`src/hmmb_pkg.sv`:
```
`timescale 1ns / 1ps
// ----------------------------------------------------------------------------
// hmmb_pkg
// Types, constants and item formats shared by the memory map bus modules.
// ----------------------------------------------------------------------------
package hmmb_pkg;

  localparam int SpriteBytes = 160;
  localparam int VideoBytes  = 8192;
  localparam int WorkBytes   = 8192;
  localparam int HighBytes   = 127;

  localparam int VideoAw  = $clog2(VideoBytes);
  localparam int WorkAw   = $clog2(WorkBytes);
  localparam int SpriteAw = $clog2(SpriteBytes);
  localparam int HighAw   = $clog2(HighBytes);
  localparam int IndexW   = (VideoAw > WorkAw) ? VideoAw : WorkAw;
  localparam int ClearW   = IndexW;
  localparam int DmaCntW  = $clog2(SpriteBytes + 1);
  localparam int DmaPageW = IndexW - SpriteAw;

  localparam int QueueDepth = 2;
  localparam int QueuePtrW  = $clog2(QueueDepth);
  localparam int QueueCntW  = $clog2(QueueDepth + 1);

  localparam logic [ClearW-1:0]  ClearLast     = ClearW'(VideoBytes - 1);
  localparam logic [DmaCntW-1:0] DmaCntLast    = DmaCntW'(SpriteBytes);

  localparam logic [15:0] AddrCartLoEnd  = 16'h7FFF;
  localparam logic [15:0] AddrVideoEnd   = 16'h9FFF;
  localparam logic [15:0] AddrCartHiEnd  = 16'hBFFF;
  localparam logic [15:0] AddrEchoEnd    = 16'hFDFF;
  localparam logic [15:0] AddrSpriteEnd  = 16'hFE9F;
  localparam logic [15:0] AddrUnusedEnd  = 16'hFEFF;
  localparam logic [15:0] AddrJoypad     = 16'hFF00;
  localparam logic [15:0] AddrTimerLo    = 16'hFF04;
  localparam logic [15:0] AddrTimerHi    = 16'hFF07;
  localparam logic [15:0] AddrIrqFlags   = 16'hFF0F;
  localparam logic [15:0] AddrAudioLo    = 16'hFF10;
  localparam logic [15:0] AddrAudioHi    = 16'hFF3F;
  localparam logic [15:0] AddrLcdLo      = 16'hFF40;
  localparam logic [15:0] AddrLcdHi      = 16'hFF4B;
  localparam logic [15:0] AddrDma        = 16'hFF46;
  localparam logic [15:0] AddrHighLo     = 16'hFF80;
  localparam logic [15:0] AddrHighHi     = 16'hFFFE;
  localparam logic [15:0] AddrIrqEnable  = 16'hFFFF;

  localparam logic [7:0] PageVideoLo  = 8'h80;
  localparam logic [7:0] PageVideoHi  = 8'h9F;
  localparam logic [7:0] PageWorkLo   = 8'hC0;
  localparam logic [7:0] PageSprite   = 8'hFE;
  localparam logic [2:0] PageVideoTop = 3'b100;

  localparam logic [7:0] IrqFlagsHigh = 8'hE0;
  localparam logic [4:0] IrqReqMask   = 5'h17;
  localparam logic [7:0] UnmappedByte = 8'hFF;

  typedef enum logic [1:0] {
    OP_READ  = 2'd0,
    OP_WRITE = 2'd1,
    OP_TICK  = 2'd2,
    OP_NOP   = 2'd3
  } op_e;

  typedef enum logic [2:0] {
    RT_INTERNAL = 3'd0,
    RT_CART     = 3'd1,
    RT_AUDIO    = 3'd2,
    RT_VIDEO    = 3'd3,
    RT_JOYPAD   = 3'd4,
    RT_TIMER    = 3'd5,
    RT_UNMAPPED = 3'd6
  } route_e;

  typedef enum logic [2:0] {
    RG_EXT,
    RG_VRAM,
    RG_WRAM,
    RG_OAM,
    RG_HRAM,
    RG_IF,
    RG_IE,
    RG_UNUSED
  } region_e;

  typedef enum logic [1:0] {
    BK_CLEAR,
    BK_RUN,
    BK_COPY
  } back_state_e;

  typedef struct packed {
    logic [1:0]  opcode;
    logic [15:0] address;
    logic [7:0]  write_data;
    logic [7:0]  device_read_data;
    logic [4:0]  irq_requests;
  } in_item_t;

  typedef struct packed {
    logic [7:0] read_data;
    logic [2:0] route;
    logic       dma_copied;
    logic [7:0] enable_mask;
    logic [7:0] flag_bits;
  } out_item_t;

  typedef struct packed {
    op_e               op;
    region_e           region;
    route_e            route;
    logic [IndexW-1:0] index;
    logic [7:0]        wdata;
    logic [7:0]        dev;
    logic [4:0]        req;
    logic              dma_hit;
    logic              dma_go;
  } cmd_t;

endpackage

```
`src/hmmb_queue.sv`:
```
`timescale 1ns / 1ps
// ----------------------------------------------------------------------------
// hmmb_queue
// Short queue of classified items between the front and the back.
// ----------------------------------------------------------------------------
module hmmb_queue (
  input  logic           clk_i,
  input  logic           rst_ni,
  input  logic           push_i,
  input  hmmb_pkg::cmd_t cmd_i,
  output logic           full_o,
  input  logic           pop_i,
  output logic           valid_o,
  output hmmb_pkg::cmd_t cmd_o
);

  hmmb_pkg::cmd_t                   entries_q [hmmb_pkg::QueueDepth];
  logic [hmmb_pkg::QueuePtrW-1:0]   wr_ptr_q, wr_ptr_d;
  logic [hmmb_pkg::QueuePtrW-1:0]   rd_ptr_q, rd_ptr_d;
  logic [hmmb_pkg::QueueCntW-1:0]   count_q, count_d;

  assign full_o  = (count_q == hmmb_pkg::QueueCntW'(hmmb_pkg::QueueDepth));
  assign valid_o = (count_q != '0);
  assign cmd_o   = entries_q[rd_ptr_q];

  always_comb begin
    wr_ptr_d = wr_ptr_q;
    rd_ptr_d = rd_ptr_q;
    count_d  = count_q;
    if (push_i) begin
      wr_ptr_d = (wr_ptr_q == hmmb_pkg::QueuePtrW'(hmmb_pkg::QueueDepth - 1)) ?
                 '0 : wr_ptr_q + 1'b1;
    end
    if (pop_i) begin
      rd_ptr_d = (rd_ptr_q == hmmb_pkg::QueuePtrW'(hmmb_pkg::QueueDepth - 1)) ?
                 '0 : rd_ptr_q + 1'b1;
    end
    if (push_i && !pop_i) begin
      count_d = count_q + 1'b1;
    end else if (pop_i && !push_i) begin
      count_d = count_q - 1'b1;
    end
  end

  always_ff @(posedge clk_i or negedge rst_ni) begin
    if (!rst_ni) begin
      wr_ptr_q <= '0;
      rd_ptr_q <= '0;
      count_q  <= '0;
    end else begin
      wr_ptr_q <= wr_ptr_d;
      rd_ptr_q <= rd_ptr_d;
      count_q  <= count_d;
    end
  end

  always_ff @(posedge clk_i) begin
    if (push_i) begin
      entries_q[wr_ptr_q] <= cmd_i;
    end
  end

endmodule

```
`config.mk`:
```
export PLATFORM = sky130hd
export DESIGN_NAME = hmmb_queue
export DESIGN_NICKNAME = d
export VERILOG_FILES = /design/src/hmmb_pkg.sv /design/src/hmmb_queue.sv
export SDC_FILE = /design/constraint.sdc
export NUM_CORES = 1
export LEC_CHECK = 0
export BUFFER_PORTS_ARGS = -buffer_cell sky130_fd_sc_hd__buf_2
export CAP_MARGIN = 20
export CORE_ASPECT_RATIO = 1.4
export CORE_MARGIN = 5
export CORE_UTILIZATION = 45
export CTS_BUF_LIST = sky130_fd_sc_hd__clkbuf_16
export DETAILED_ROUTE_END_ITERATION = 7
export PLACE_DENSITY_LB_ADDON = 0.3
export SLEW_MARGIN = 20
export SYNTH_ARGS = -nofsm -noshare
export SYNTH_HDL_FRONTEND = slang
export SYNTH_SLANG_ARGS = --single-unit
```
`constraint.sdc`:
```
create_clock -name clk_i -period 3.63 [get_ports clk_i]
set_clock_uncertainty 0.2 [all_clocks]
set_input_delay 0.5445 -clock clk_i [delete_from_list [all_inputs] [get_ports clk_i]]
set_output_delay 0.5445 -clock clk_i [all_outputs]
set_load 0.05 [all_outputs]
```
# Word-level counts from Yosys, hierarchy flattened
# Memory sizes are Yosys's and may differ from the RTL's.
# Index checks and enable logic that the tools add are counted.
[totals] in_bits=48 mem_count=1 out_inout_bits=46 ff_bits=4 wordCells=21 ram_bits=88
[mem_list] name="entries_q" depth=2 width=44 read_ports=1 rd_clocked_by_memory_dff=0 write_ports=1 line="hmmb_queue.sv:17" rtl="hmmb_pkg::cmd_t entries_q [hmmb_pkg::QueueDepth];"
[op_classes] eq_ne=1 reduce_logical=6 addsub=4 n_mux=6
[op_table] operator="two-way mux 1 bit" count=4
[op_table] operator="two-way mux 2 bit" count=2
[op_table] operator="nonzero test 2 bit" count=2
[op_table] operator="adder 1 bit, second input constant" count=2
[op_table] operator="adder 2 x 1 -> 2 bit, second input constant" count=1
[op_table] operator="== test 2 bit, second input constant" count=1
[op_table] operator="logical AND 1 bit" count=2
[op_table] operator="zero test 1 bit" count=2
[op_table] operator="subtractor 2 x 1 -> 2 bit, second input constant" count=1

# Longest topological paths before layout
[depth] word_depth=4 ltp_mapped=5

# Worst setup path after synthesis
# OpenSTA, ideal clock, no wires.
[synth_timing] path_kind="input-to-reg" from="input port push_i" to="memory entries_q[0][0] (netlist bit) (enable)" required_time_ps=2979 arrival_ps=2505 path_slack_ps=475 path_buffers=0 setup_time_ps=451 cell_stages=1 cell_sequence="nor2b_1"
[synth_between] elab_chain_cells=2
[synth_rtl] item="start: declaration" line="hmmb_queue.sv:9" rtl="input logic push_i,"
[synth_rtl] item="two-way mux 1 bit" line="hmmb_queue.sv:58" rtl="if (push_i) begin"
[synth_rtl] item="two-way mux 1 bit (implied by the code)" line="hmmb_queue.sv:59" rtl="entries_q[wr_ptr_q] <= cmd_i;"
[synth_rtl] item="end: declaration" line="hmmb_queue.sv:17"
# No other way between the ends.

==> results.txt <==
Setup crit start kind -> register
Synth top area cells -> edfxtp_1, mux2_4, dfrtp_1
Via/cell ratio -> 4.73
Most common flop cell mapped by yosys -> edfxtp_1
Fmax -> 0.360 GHz
Hold Crit Endpoint -> entries_q[0][24]
Clock network power share -> 19.5%
Leakage -> 1.79 nW
Pre-Repair DR Iteration Count -> 3
Slew @ Worst Pin -> 1.06 ns
Initial drt markers -> 76
Switching Fraction -> 39.5%
Largest net degree at the start of global routing -> 45
Met1 Resource Use GR -> 12.6%
Syn avg cell area -> 23.3 sq um
GR Layer Usage met3 -> 5.95%
Worst Path Required -> 2.89 ns
Wire length of the first global-routing pass -> 8880 um
Finish-stage setup viols -> 0
Fin crit period -> 2.78 ns
Cts-stage hold buffer count -> 1
Count leader, synth -> edfxtp_1
Power Dens Cells -> 913 mW/mm^2
Die span in x -> 85.2 um
Core area -> 0.00775 sq mm
DIE AREA -> 0.00983 sq mm
Combinational group share of total power -> 41.9%
Routed length per instance -> 15.8 um
Share of cells above drive strength 1 -> 59.0%
Critical path fanouts, max -> 24
Initial Util -> 46.0%
Clock Sinks -> 92
Initial antenna violation count -> 0
Post-synth top area cell -> edfxtp_1
Max transition margin -> 29.1%
Status -> complete, no violations
Max clock buf depth -> 2
Crit path capture type -> primary output
Non-Filler Instances -> 361
Area post-placement -> 0.00411 sq mm
Setup TNS -> 0 ns
Yosys reg bits -> 92
Distinct cells, synth -> 14
Worst hold path depth -> 1
Post CTS Setup Buffer Count -> 0
Post-Syn Nets -> 202
Syn-to-layout area delta -> 22.6%
Register share of total power -> 38.7%
Clock Latency Late Sink -> 0.32 ns
Fin. max-slew vios -> 0
R2R setup slack -> 1.72 ns
Clock transition at path regs -> 0.06 ns
Psw -> 1.57 mW
Sequential share of the synthesized area -> 76.9%
Yosys warnings -> 0
PortBufs -> 93
Worst hold path startpoint -> cmd_i[24]
CP peak stage delay -> 0.82 ns
DRC -> 0
GRT Resource Usage Total -> 12.3%
Placed insts -> 344
DIE HEIGHT -> 115 um
CTS root buf -> clkbuf_16
Post-Syn Area -> 0.00356 sq mm
Post-synth top cells -> edfxtp_1, mux2_4, mux2_2
Post-CTS Resized -> 0
Post-Layout Inst Area -> 0.00437 sq mm
Syn Inst Count -> 153
Register-to-Register Path Depth -> 1
Total Nets Final -> 305
GR Overflow Total -> 0
Top cell type's share of synthesized area -> 74.1%
Final period util -> 76.5%
Cell Int Power -> 2.42 mW
Crit path DAT -> 2.03 ns
Io pins -> 94
Worst-path cell chain -> buf_12 -> mux2_2 -> buf_2
# rows -> 38
Via count -> 1706
CP top delay family -> flip-flops
RR Endpoint -> entries_q[1][35]
Endpoints failing hold -> 0
GP Congestion -> 0.682
CTS tree -> built
Antenna Diode Count -> 0
Post-Place Setup Slack -> 1.18 ns
Number of synthesized flops with an enable pin -> 88
GRT busiest layer -> met2
GR Util met2 -> 20.7%
Max_cap viols -> 0
Setup ws final -> 0.852 ns
R2r startpoint -> wr_ptr_q
Vias in the first global route -> 1886
Worst Hold Class -> in -> reg
Final WL -> 5720 um
Async S/R FF share, synth -> 4.35%
Final ANT Viol Nets -> 0
RSZ-0062 raised after global routing -> no
CTS Buf Count -> 9
H-tree depth -> 3
CP bufs+invs -> 2
Hpwl dp -> 3860 um
Crit Path Class -> reg -> out
Worst vdd ir -> 0.587 mV
CP max-delay cell -> dfrtp_2
==> how the worst max path moves through the flow <==
stage	from	to	cells after the start
after floorplan	push_i	entries_q[0][0]	1
final	rd_ptr_q	cmd_o[23]	3
after global routing	rd_ptr_q	cmd_o[30]	3
after detailed placement	rd_ptr_q	cmd_o[23]	3
after CTS	rd_ptr_q	cmd_o[23]	3
after global placement	rd_ptr_q	cmd_o[23]	3
==> layout by cell type, fill, tap and decap left out, drive strengths merged <==
cell type / instances
clkinv: 4
or2: 1
nor2b: 2
inv: 4
xor2: 4
and2: 1
nor2: 1
clkbuf: 9
ha: 1
buf: 96
edfxtp: 88
dfrtp: 4
xnor2: 1
dlygate4sd3: 1
mux2: 44
==> layout make-up <==
cell class                 instances  area [sq um]
fill                             624          3380
sequential                        92          2740
multi-input combinational         55           736
timing repair buffer              97           510
clock buffer                       9           225
tap                              100           125
clock inverter                     7          27.5
inverter                           1          3.75
==> power by group through the flow <==
stage	Sequential, mW	Clock, mW	Combinational, mW
3_5_place_dp	1.57	0	1.69
6_report	1.54	0.778	1.67
5_1_grt	1.57	0.852	1.75
4_1_cts	1.55	0.808	1.70
2_1_floorplan	1.49	0	1.52
3_3_place_gp	1.56	0	1.69
==> sequential cells by signal (all words and copies together), names as in the netlist <==
register	count
count_q	2
rd_ptr_q	1
entries_q	88
wr_ptr_q	1
==> cell families (layout without fill, tap and decap cells) <==
kind of cell / after synthesis / count (layout) / share of synthesized area, %
buffers and inverters: 6 / 114 / 2.67
XOR/XNOR: 5 / 5 / 1.23
adder cells (fa/ha/maj): 1 / 1 / 0.351
AND/OR/NAND/NOR: 5 / 5 / 0.807
multiplexers: 44 / 44 / 18.0
flip-flops: 92 / 92 / 76.9
==> stage by stage <==
stage | total power [mW] | hold WS (ns) | util, %
6_report | 3.99 | 0.201 | 56.4
5_1_grt | 4.17 | 0.190 | 56.4
4_1_cts | 4.06 | 0.186 | 56.4
3_5_place_dp | 3.26 | 0.160 | 53.0
3_3_place_gp | 3.25 | 0.158 | 53.0
2_1_floorplan | 3.01 | 0.0489 | -
==> per-layer routing <==
metal / part of all wire [%] / wire (um)
met4: 2.0 / 117
met2: 53 / 3020
met3: 9.4 / 535
met5: 0 / 0
met1: 36 / 2040
Power figures use the tool's default switching activity.
