`config.mk`:
```
export PLATFORM = sky130hd
export DESIGN_NAME = hmmb_front
export DESIGN_NICKNAME = d
export VERILOG_FILES = /design/src/hmmb_pkg.sv /design/src/hmmb_front.sv
export SDC_FILE = /design/constraint.sdc
export NUM_CORES = 1
export LEC_CHECK = 0
export ABC_AREA = 0
export BUFFER_PORTS_ARGS = -buffer_cell sky130_fd_sc_hd__buf_2
export CAP_MARGIN = 20
export CORE_ASPECT_RATIO = 0.8
export CORE_MARGIN = 2
export CORE_UTILIZATION = 32
export DETAILED_ROUTE_END_ITERATION = 10
export PLACE_DENSITY_LB_ADDON = 0.1
export SYNTH_ARGS = -nofsm -noshare
export SYNTH_HDL_FRONTEND = slang
export SYNTH_SLANG_ARGS = --single-unit
```
`constraint.sdc`:
```
create_clock -name vclk -period 1.4
set_input_delay 0.28 -clock vclk [all_inputs]
set_output_delay 0.28 -clock vclk [all_outputs]
set_load 0.005 [all_outputs]
```
`src/hmmb_pkg.sv`:
```
`timescale 1ns / 1ps
// ----------------------------------------------------------------------------
// hmmb_pkg
// Types, constants and item formats shared by the memory map bus modules.
// ----------------------------------------------------------------------------
package hmmb_pkg;

  localparam int SpriteBytes = 160;
  localparam int VideoBytes  = 8192;
  localparam int WorkBytes   = 8192;
  localparam int HighBytes   = 127;

  localparam int VideoAw  = $clog2(VideoBytes);
  localparam int WorkAw   = $clog2(WorkBytes);
  localparam int SpriteAw = $clog2(SpriteBytes);
  localparam int HighAw   = $clog2(HighBytes);
  localparam int IndexW   = (VideoAw > WorkAw) ? VideoAw : WorkAw;
  localparam int ClearW   = IndexW;
  localparam int DmaCntW  = $clog2(SpriteBytes + 1);
  localparam int DmaPageW = IndexW - SpriteAw;

  localparam int QueueDepth = 2;
  localparam int QueuePtrW  = $clog2(QueueDepth);
  localparam int QueueCntW  = $clog2(QueueDepth + 1);

  localparam logic [ClearW-1:0]  ClearLast     = ClearW'(VideoBytes - 1);
  localparam logic [DmaCntW-1:0] DmaCntLast    = DmaCntW'(SpriteBytes);

  localparam logic [15:0] AddrCartLoEnd  = 16'h7FFF;
  localparam logic [15:0] AddrVideoEnd   = 16'h9FFF;
  localparam logic [15:0] AddrCartHiEnd  = 16'hBFFF;
  localparam logic [15:0] AddrEchoEnd    = 16'hFDFF;
  localparam logic [15:0] AddrSpriteEnd  = 16'hFE9F;
  localparam logic [15:0] AddrUnusedEnd  = 16'hFEFF;
  localparam logic [15:0] AddrJoypad     = 16'hFF00;
  localparam logic [15:0] AddrTimerLo    = 16'hFF04;
  localparam logic [15:0] AddrTimerHi    = 16'hFF07;
  localparam logic [15:0] AddrIrqFlags   = 16'hFF0F;
  localparam logic [15:0] AddrAudioLo    = 16'hFF10;
  localparam logic [15:0] AddrAudioHi    = 16'hFF3F;
  localparam logic [15:0] AddrLcdLo      = 16'hFF40;
  localparam logic [15:0] AddrLcdHi      = 16'hFF4B;
  localparam logic [15:0] AddrDma        = 16'hFF46;
  localparam logic [15:0] AddrHighLo     = 16'hFF80;
  localparam logic [15:0] AddrHighHi     = 16'hFFFE;
  localparam logic [15:0] AddrIrqEnable  = 16'hFFFF;

  localparam logic [7:0] PageVideoLo  = 8'h80;
  localparam logic [7:0] PageVideoHi  = 8'h9F;
  localparam logic [7:0] PageWorkLo   = 8'hC0;
  localparam logic [7:0] PageSprite   = 8'hFE;
  localparam logic [2:0] PageVideoTop = 3'b100;

  localparam logic [7:0] IrqFlagsHigh = 8'hE0;
  localparam logic [4:0] IrqReqMask   = 5'h17;
  localparam logic [7:0] UnmappedByte = 8'hFF;

  typedef enum logic [1:0] {
    OP_READ  = 2'd0,
    OP_WRITE = 2'd1,
    OP_TICK  = 2'd2,
    OP_NOP   = 2'd3
  } op_e;

  typedef enum logic [2:0] {
    RT_INTERNAL = 3'd0,
    RT_CART     = 3'd1,
    RT_AUDIO    = 3'd2,
    RT_VIDEO    = 3'd3,
    RT_JOYPAD   = 3'd4,
    RT_TIMER    = 3'd5,
    RT_UNMAPPED = 3'd6
  } route_e;

  typedef enum logic [2:0] {
    RG_EXT,
    RG_VRAM,
    RG_WRAM,
    RG_OAM,
    RG_HRAM,
    RG_IF,
    RG_IE,
    RG_UNUSED
  } region_e;

  typedef enum logic [1:0] {
    BK_CLEAR,
    BK_RUN,
    BK_COPY
  } back_state_e;

  typedef struct packed {
    logic [1:0]  opcode;
    logic [15:0] address;
    logic [7:0]  write_data;
    logic [7:0]  device_read_data;
    logic [4:0]  irq_requests;
  } in_item_t;

  typedef struct packed {
    logic [7:0] read_data;
    logic [2:0] route;
    logic       dma_copied;
    logic [7:0] enable_mask;
    logic [7:0] flag_bits;
  } out_item_t;

  typedef struct packed {
    op_e               op;
    region_e           region;
    route_e            route;
    logic [IndexW-1:0] index;
    logic [7:0]        wdata;
    logic [7:0]        dev;
    logic [4:0]        req;
    logic              dma_hit;
    logic              dma_go;
  } cmd_t;

endpackage

```
`src/hmmb_front.sv`:
```
`timescale 1ns / 1ps
// ----------------------------------------------------------------------------
// hmmb_front
// Accepts bus items and classifies them against the memory map.
// ----------------------------------------------------------------------------
module hmmb_front (
  input  logic                 in_valid_i,
  output logic                 in_stall_o,
  input  hmmb_pkg::in_item_t   in_data_i,
  input  logic                 q_full_i,
  input  logic                 clearing_i,
  output logic                 push_o,
  output hmmb_pkg::cmd_t       cmd_o
);

  logic [15:0] addr;
  logic [7:0]  page;
  logic        page_int;

  assign in_stall_o = q_full_i | clearing_i;
  assign push_o     = in_valid_i & ~in_stall_o;

  always_comb begin
    addr     = in_data_i.address;
    page     = in_data_i.write_data;
    page_int = ((page >= hmmb_pkg::PageVideoLo) && (page <= hmmb_pkg::PageVideoHi)) ||
               ((page >= hmmb_pkg::PageWorkLo) && (page <= hmmb_pkg::PageSprite));

    cmd_o.op      = hmmb_pkg::op_e'(in_data_i.opcode);
    cmd_o.region  = hmmb_pkg::RG_UNUSED;
    cmd_o.route   = hmmb_pkg::RT_UNMAPPED;
    cmd_o.index   = '0;
    cmd_o.wdata   = in_data_i.write_data;
    cmd_o.dev     = in_data_i.device_read_data;
    cmd_o.req     = in_data_i.irq_requests & hmmb_pkg::IrqReqMask;

    priority if (addr <= hmmb_pkg::AddrCartLoEnd) begin
      cmd_o.region = hmmb_pkg::RG_EXT;
      cmd_o.route  = hmmb_pkg::RT_CART;
    end else if (addr <= hmmb_pkg::AddrVideoEnd) begin
      cmd_o.region = hmmb_pkg::RG_VRAM;
      cmd_o.route  = hmmb_pkg::RT_INTERNAL;
      cmd_o.index  = addr[hmmb_pkg::IndexW-1:0];
    end else if (addr <= hmmb_pkg::AddrCartHiEnd) begin
      cmd_o.region = hmmb_pkg::RG_EXT;
      cmd_o.route  = hmmb_pkg::RT_CART;
    end else if (addr <= hmmb_pkg::AddrEchoEnd) begin
      cmd_o.region = hmmb_pkg::RG_WRAM;
      cmd_o.route  = hmmb_pkg::RT_INTERNAL;
      cmd_o.index  = addr[hmmb_pkg::IndexW-1:0];
    end else if (addr <= hmmb_pkg::AddrSpriteEnd) begin
      cmd_o.region = hmmb_pkg::RG_OAM;
      cmd_o.route  = hmmb_pkg::RT_INTERNAL;
      cmd_o.index  = hmmb_pkg::IndexW'(addr[7:0]);
    end else if (addr <= hmmb_pkg::AddrUnusedEnd) begin
      cmd_o.region = hmmb_pkg::RG_UNUSED;
      cmd_o.route  = hmmb_pkg::RT_UNMAPPED;
    end else if (addr >= hmmb_pkg::AddrAudioLo && addr <= hmmb_pkg::AddrAudioHi) begin
      cmd_o.region = hmmb_pkg::RG_EXT;
      cmd_o.route  = hmmb_pkg::RT_AUDIO;
    end else if (addr >= hmmb_pkg::AddrLcdLo && addr <= hmmb_pkg::AddrLcdHi) begin
      cmd_o.region = hmmb_pkg::RG_EXT;
      cmd_o.route  = hmmb_pkg::RT_VIDEO;
    end else if (addr == hmmb_pkg::AddrJoypad) begin
      cmd_o.region = hmmb_pkg::RG_EXT;
      cmd_o.route  = hmmb_pkg::RT_JOYPAD;
    end else if (addr >= hmmb_pkg::AddrTimerLo && addr <= hmmb_pkg::AddrTimerHi) begin
      cmd_o.region = hmmb_pkg::RG_EXT;
      cmd_o.route  = hmmb_pkg::RT_TIMER;
    end else if (addr == hmmb_pkg::AddrIrqFlags) begin
      cmd_o.region = hmmb_pkg::RG_IF;
      cmd_o.route  = hmmb_pkg::RT_INTERNAL;
    end else if (addr == hmmb_pkg::AddrIrqEnable) begin
      cmd_o.region = hmmb_pkg::RG_IE;
      cmd_o.route  = hmmb_pkg::RT_INTERNAL;
    end else if (addr >= hmmb_pkg::AddrHighLo && addr <= hmmb_pkg::AddrHighHi) begin
      cmd_o.region = hmmb_pkg::RG_HRAM;
      cmd_o.route  = hmmb_pkg::RT_INTERNAL;
      cmd_o.index  = hmmb_pkg::IndexW'(addr[hmmb_pkg::HighAw-1:0]);
    end else begin
      cmd_o.region = hmmb_pkg::RG_UNUSED;
      cmd_o.route  = hmmb_pkg::RT_UNMAPPED;
    end

    // sprite page copies onto itself: reported, nothing moves
    cmd_o.dma_hit = (in_data_i.opcode == hmmb_pkg::OP_WRITE) &&
                    (addr == hmmb_pkg::AddrDma) && page_int;
    cmd_o.dma_go  = cmd_o.dma_hit && (page != hmmb_pkg::PageSprite);
  end

endmodule

```
### Word level (Yosys, flattened, before mapping)

Cells that the tools add are included.
Widths: inputs -> output; s select.

| word-level totals | value |
|---|---|
| word-level logic and storage cells | 60 |
| flip-flop bits (word level) | 0 |
| output and inout port bits | 46 |

| cells by class | value |
|---|---|
| reductions and logical operators | 10 |
| equality and inequality tests | 6 |
| bitwise operators | 3 |
| order comparisons | 18 |
| multiplexer cells | 23 |

Operators with widths:

| operator | count |
|---|---|
| $le 16x16->1 const B | 9 |
| $eq 16x16->1 const B | 4 |
| $ge 16x16->1 const B | 4 |
| $mux 19 | 3 |
| $mux 7 | 8 |
| $mux 6 | 7 |
| $mux 13 | 2 |
| $ge 8x8->1 const B | 2 |
| $le 16x15->1 const B | 1 |
| $le 8x8->1 const B | 2 |
| $mux 5 | 3 |
| $logic_and 1x1->1 | 9 |
| $ne 8x8->1 const B | 1 |
| $eq 2x1->1 const B | 1 |
| $and 1x1->1 | 1 |
| $logic_or 1x1->1 | 1 |
| $not 1->1 | 1 |
| $or 1x1->1 | 1 |

### Longest topological paths before layout

Gate-level depths: netlist of run 1.

| logic depth | value |
|---|---|
| word-level depth | 15 |
| depth in mapped cells | 4 |

### Worst setup path after synthesis of run 1

Ideal clock, no wire load.

| timing path | value |
|---|---|
| path kind | in2out |
| from | in in_data_i[28] (netlist name) |
| to | out cmd_o[0] (netlist name) |
| slack | -0.024 ns |
| stages | 4 |
| arrival time | 1.144 ns |
| data required time | 1.120 ns |
| cells stage by stage | nor4b_4 -> nand2_1 -> or3_1 -> a21oi_1 |

RTL lines:

| element | line | source |
|---|---|---|
| from (decl) | hmmb_front.sv:9 | `input hmmb_pkg::in_item_t in_data_i,` |
| to (decl) | hmmb_front.sv:13 | `output hmmb_pkg::cmd_t cmd_o` |

==> out/qor.yml, run 1 <==
setup_viol: 21
grt_pass1_wl_mm: 3.26
ys_types: 33
portBuffers: 62
seq_cells: 0
max-cap-violations: 0
grt_max_degree: 8
power_density_mw_per_mm2: 249
grt_usage_pct: 18.0
die_area_mm2: 0.00234
start_util_pct: 33.6
antenna_found_initial: 0
rows: 14
avgRoutedWirePerCell_um: 13.2
synth_top_cell_by_area: "buf_4"
dpl_worst_slack_ps: -322
ir_drop_uv: 170
final_nets: 204
area_growth_pct: 115
gp_congestion: 0.760
leakage_uw: 0.000638
syn-num-nets: 136
path_class: "in -> out"
placed_area_um2: 930
fin_crit_sh_pct: 121
drc_errors: 0
diodes: 0
worst_setup_path_end_kind: "output pin"
hold_violations: 0
crit_chain: "buf_6, or2_4, a2111oi_4, buf_4, a211oi_2, buf_2"
grt_pass1_vias: 766
ios: 88
syn_area_um2: 629
finalHoldWorstSlack_ps: 560
multiInputGateArea_um2: 638
syn_inst: 94
yosysTopAreaCellShare_pct: 27.4
worstPathRequired_ps: 1120
seq_area_frac_synth_pct: 0
layout-drive-gt1-share_pct: 78.8
rsz0062_at_grt: "yes"
slew_violations: 0
final_antenna_net_count: 0
status: "finished, violations left"
fmax_mhz: 589
first_pass_iters: 4
path_max_fanout: 5
slowest_stage: "a2111oi_4"
wl_mm: 2.43
viasPerCell: 4.92
drt_iter0_markers: 11
yosys-top-cells-area: "buf_4, and2_1, nor2_1"
seqCellArea_um2: 0
final_cells: 184
dp_hpwl_mm: 1.59
synth-warning-count: 0
critPathLaunchType: "input pin"
vias: 905
arrival_ps: 1420
min_path_type: "in -> out"
min_to: "cmd_o[11]"
grt_overflow: 0
core_area_mm2: 0.00187
max_stage_delay_ps: 420
violations: "setup timing"
finalCriticalPeriod_ps: 1700
fp.dieH_um: 43.7
timing.final.ws_setup_ps: -299
syn_area_per_cell_um2: 6.70
die_w_um: 53.6
power_uw: 337
min_path_cells: 0
min_from: "in_data_i[9]"
design_area_mm2: 0.00135
nFillCells: 137
dp.cells: 173
clkbuf_count: 0
[critical path: cells and delay by family]
| family | cells | cell delay (ps) |
|---|---|---|
| buf+inv | 3 | 440 |
| compound gates | 2 | 450 |
| simple gates | 1 | 250 |
[logic make-up (layout without fill, tap and decap cells)]
group | count (synthesis) | count (layout) | share of synthesized area (%)
other | 1 | 1 | 0.596
and+or+nand+nor | 47 | 47 | 45.5
AOI/OAI and AO/OA | 19 | 19 | 24.1
buffers and inverters | 27 | 93 | 29.8
[per-stage QoR]
stage	util, %	setup TNS [ps]
2_1_floorplan	-	-26.5
3_3_place_gp	49.6	-5460
3_5_place_dp	49.6	-5620
4_1_cts	64.2	-2970
5_1_grt	72.2	-4430
6_report	72.2	-3510
[what timing repair did]
action                                  in CTS  in global routing
hold buffers                                 0                  0
resized for setup                           55                 25
setup buffers                                6                  5
endpoints found under the setup margin      21                 21
pin swaps                                   32                 15
[cell type report]
class	instances	area share, %
repair buffers	89	49.5
multi-input cells	67	47.2
well taps	24	2.22
inverters	4	1.11
[where the power goes]
part | internal (µW) | switching [µW] | leakage [µW]
registers | 0 | 0 | 0
logic | 196 | 142 | 0.000638
clock network | 0 | 0 | 0
[Yosys cell counts]
cell / instances
buf_4: 23
or2_4: 1
a211oi_2: 1
nor4bb_1: 1
nor2_1: 8
nor3_1: 2
a21o_1: 1
nor4_1: 1
a2111oi_4: 1
and3_1: 2
nand2_1: 4
o41ai_1: 1
a211oi_1: 1
o2111ai_1: 1
o211ai_1: 1
inv_1: 4
a31oi_1: 1
o21ai_0: 5
nand2_2: 1
and4_1: 1
conb_1: 1
a21oi_1: 4
and2_1: 14
or2b_1: 1
nand4_1: 2
or2_2: 1
or3_1: 1
nand3_1: 4
nor4b_4: 1
o21bai_1: 1
o22ai_2: 1
nand4b_1: 1
nand2b_1: 1
[layer usage]
metal | share of wire (%) | vias up | wire length (µm) | GRT usage, %
met5 | 0 | - | 0 | 0
met1 | 41 | 421 | 999 | 24.0
met4 | 1.3 | 0 | 31 | 1.03
li1 | - | 443 | - | -
met2 | 51 | 37 | 1230 | 33.1
met3 | 7.0 | 4 | 170 | 1.03
[how the worst max path moves through the flow]
stage	from	endpoint	slack (ps)
after floorplan	in_data_i[25]	cmd_o[0]	-10
after global placement	in_data_i[25]	cmd_o[0]	-310
after detailed placement	in_data_i[25]	cmd_o[1]	-320
after CTS	in_data_i[38]	cmd_o[1]	-300
after global routing	in_data_i[38]	cmd_o[0]	-350
final	in_data_i[27]	cmd_o[40]	-300
[layout by cell type (no fill, tap or decap), drive strengths merged, types with 2 or more instances in the layout]
master / n
a211oi: 2
o21ai: 5
nand2: 5
a21oi: 4
and2: 14
nor3: 2
and3: 2
nor2: 8
buf: 89
nand3: 4
inv: 4
or2: 2
nand4: 2
Power figures use the tool's default switching activity.
==> inputs of run 2 (changes only) <==
--- a/config.mk
+++ b/config.mk
@@ -12,7 +12,7 @@
 export CORE_MARGIN = 2
 export CORE_UTILIZATION = 32
 export DETAILED_ROUTE_END_ITERATION = 10
-export PLACE_DENSITY_LB_ADDON = 0.1
+export PLACE_DENSITY = 0.93
 export SYNTH_ARGS = -nofsm -noshare
 export SYNTH_HDL_FRONTEND = slang
 export SYNTH_SLANG_ARGS = --single-unit
==> run 2 against run 1 <==
Net effect: the flow still finishes with violations (setup timing); critical path type unchanged; sequential share of layout area unchanged; setup slack worse by 6.4 ps; hold slack unchanged; die area is the same; highest routed layer unchanged; flip-flop and latch count stayed put; design area is 17% lower; largest cell class is now multi-input gates; total power shrank 19%; critical path depth unchanged.
==> out/qor.yml, run 2 (synthesized netlist as in run 1, its figures left out) <==
seq_cells: 0  # unchanged
min_from: "in_data_i[2]"
nFillCells: 151  # +10%
portBuffers: 62  # unchanged
path_max_fanout: 5  # unchanged
violations: "setup timing"
layout-drive-gt1-share_pct: 70.4  # -8.4 points
ios: 88  # unchanged
fin_crit_sh_pct: 122  # +0.46 points
slowest_stage: "or2b_4"
final_nets: 196  # -3.9%
rows: 14  # unchanged
min_path_type: "in -> out"
wl_mm: 2.40  # -1.2%
start_util_pct: 33.6  # unchanged
diodes: 0  # unchanged
grt_pass1_wl_mm: 3.53  # +8.0%
ir_drop_uv: 128  # -25%
max-cap-violations: 0  # unchanged
antenna_found_initial: 0  # unchanged
critPathBufInv: 2  # -1
seqCellArea_um2: 0  # unchanged
grt_usage_pct: 19.6  # +1.6 points
grt_max_degree: 8  # unchanged
drc_errors: 0  # unchanged
p_int_uw: 151  # -23%
slew_violations: 0  # unchanged
grt_pass1_vias: 807  # +5.4%
power_density_mw_per_mm2: 241  # -3.3%
final_antenna_net_count: 0  # unchanged
fmax_mhz: 586  # -0.38%
worst_setup_path_end_kind: "output pin"
vias: 879  # -2.9%
finalHoldWorstSlack_ps: 560  # unchanged
max_stage_delay_ps: 340  # -80 ps
arrival_ps: 1430  # about the same
gp_congestion: 0.785  # +3.3%
p_comb_share_pct: 100.0  # about the same
finalCriticalPeriod_ps: 1710  # +6.42 ps
first_pass_iters: 4  # unchanged
status: "finished, violations left"
p_clk_share_pct: 0  # unchanged
setup_viol: 21  # unchanged
critPathLaunchType: "input pin"
die_w_um: 53.6  # unchanged
p_sw_uw: 121  # -15%
fp.dieH_um: 43.7  # unchanged
layout_commonest_cell: "buf_2"
swShare_pct: 44.4  # +2.3 points
rsz0062_at_grt: "yes"
path_class: "in -> out"
dp_hpwl_mm: 1.74  # +9.3%
crit_family: "simple AND/OR/NAND/NOR gates"
min_path_cells: 0  # unchanged
clkbuf_count: 0  # unchanged
fin_tns_setup_ps: -4000  # -491 ps
core_area_mm2: 0.00187  # unchanged
avgRoutedWirePerCell_um: 13.6  # +3.3%
crit_chain: "buf_12, nor4b_4, or2b_4, a21oi_4, a211oi_2, buf_2"
worstPathRequired_ps: 1120  # about the same
min_to: "cmd_o[4]"
timing.final.ws_setup_ps: -306  # -6.42 ps
area_growth_pct: 79.1
drt_iter0_markers: 12  # +1
viasPerCell: 4.99  # +1.5%
die_area_mm2: 0.00234  # unchanged
grt_overflow: 0  # unchanged
hold_violations: 0  # unchanged
p_seq_share_pct: 0  # unchanged
leakage_uw: 0.000563  # -12%
final_cell_mix: "buf_2, buf_4, and2_1, buf_6, nor2_1"
==> run 2: routing by layer <==
layer	GRT usage (%)	vias to the layer above	routed length (µm)
li1	-	426	-
met1	23.3	400	909
met2	34.8	37	1200
met3	1.72	16	174
met4	9.74	0	122
met5	0	-	0
==> run 2: stage by stage <==
step | power (µW) | setup WS [ps] | util, % | cells | instance area (µm²)
3_3_place_gp | 209 | -296 | 48.4 | 170 | 907
6_report | 272 | -306 | 60.1 | 176 | 1130
5_1_grt | 295 | -364 | 60.1 | 176 | 1130
3_5_place_dp | 212 | -318 | 48.4 | 170 | 907
4_1_cts | 250 | -288 | 56.2 | 174 | 1050
2_1_floorplan | 122 | -13.3 | - | 94 | 642
==> run 2: cell type report <==
type / instances / area, µm² / area share (%)
Tap cell: 24 / 30.0 / 2.66
Multi-Input combinational cell: 67 / 552 / 48.9
Inverter: 4 / 15.0 / 1.33
Timing Repair Buffer: 81 / 531 / 47.1
==> run 2: timing repair <==
action	CTS	global route
setup buffers	4	4
pin swaps	22	8
hold buffers	0	0
endpoints found under the setup margin	21	21
resized for setup	30	12
==> run 2: how the worst max path moves through the flow <==
stage / startpoint / endpoint / slack (ps) / cells after the start
2_1_floorplan: in_data_i[25] / cmd_o[0] / -10 / 4
3_3_place_gp: in_data_i[25] / cmd_o[40] / -300 / 6
3_5_place_dp: in_data_i[26] / cmd_o[39] / -320 / 6
4_1_cts: in_data_i[38] / cmd_o[1] / -290 / 6
5_1_grt: in_data_i[26] / cmd_o[40] / -360 / 6
6_report: in_data_i[26] / cmd_o[40] / -310 / 6
==> run 2: power groups by stage <==
stage          Combinational (µW)  Sequential, µW  Clock, µW
2_1_floorplan                 122               0          0
3_3_place_gp                  209               0          0
3_5_place_dp                  212               0          0
4_1_cts                       250               0          0
5_1_grt                       295               0          0
6_report                      272               0          0
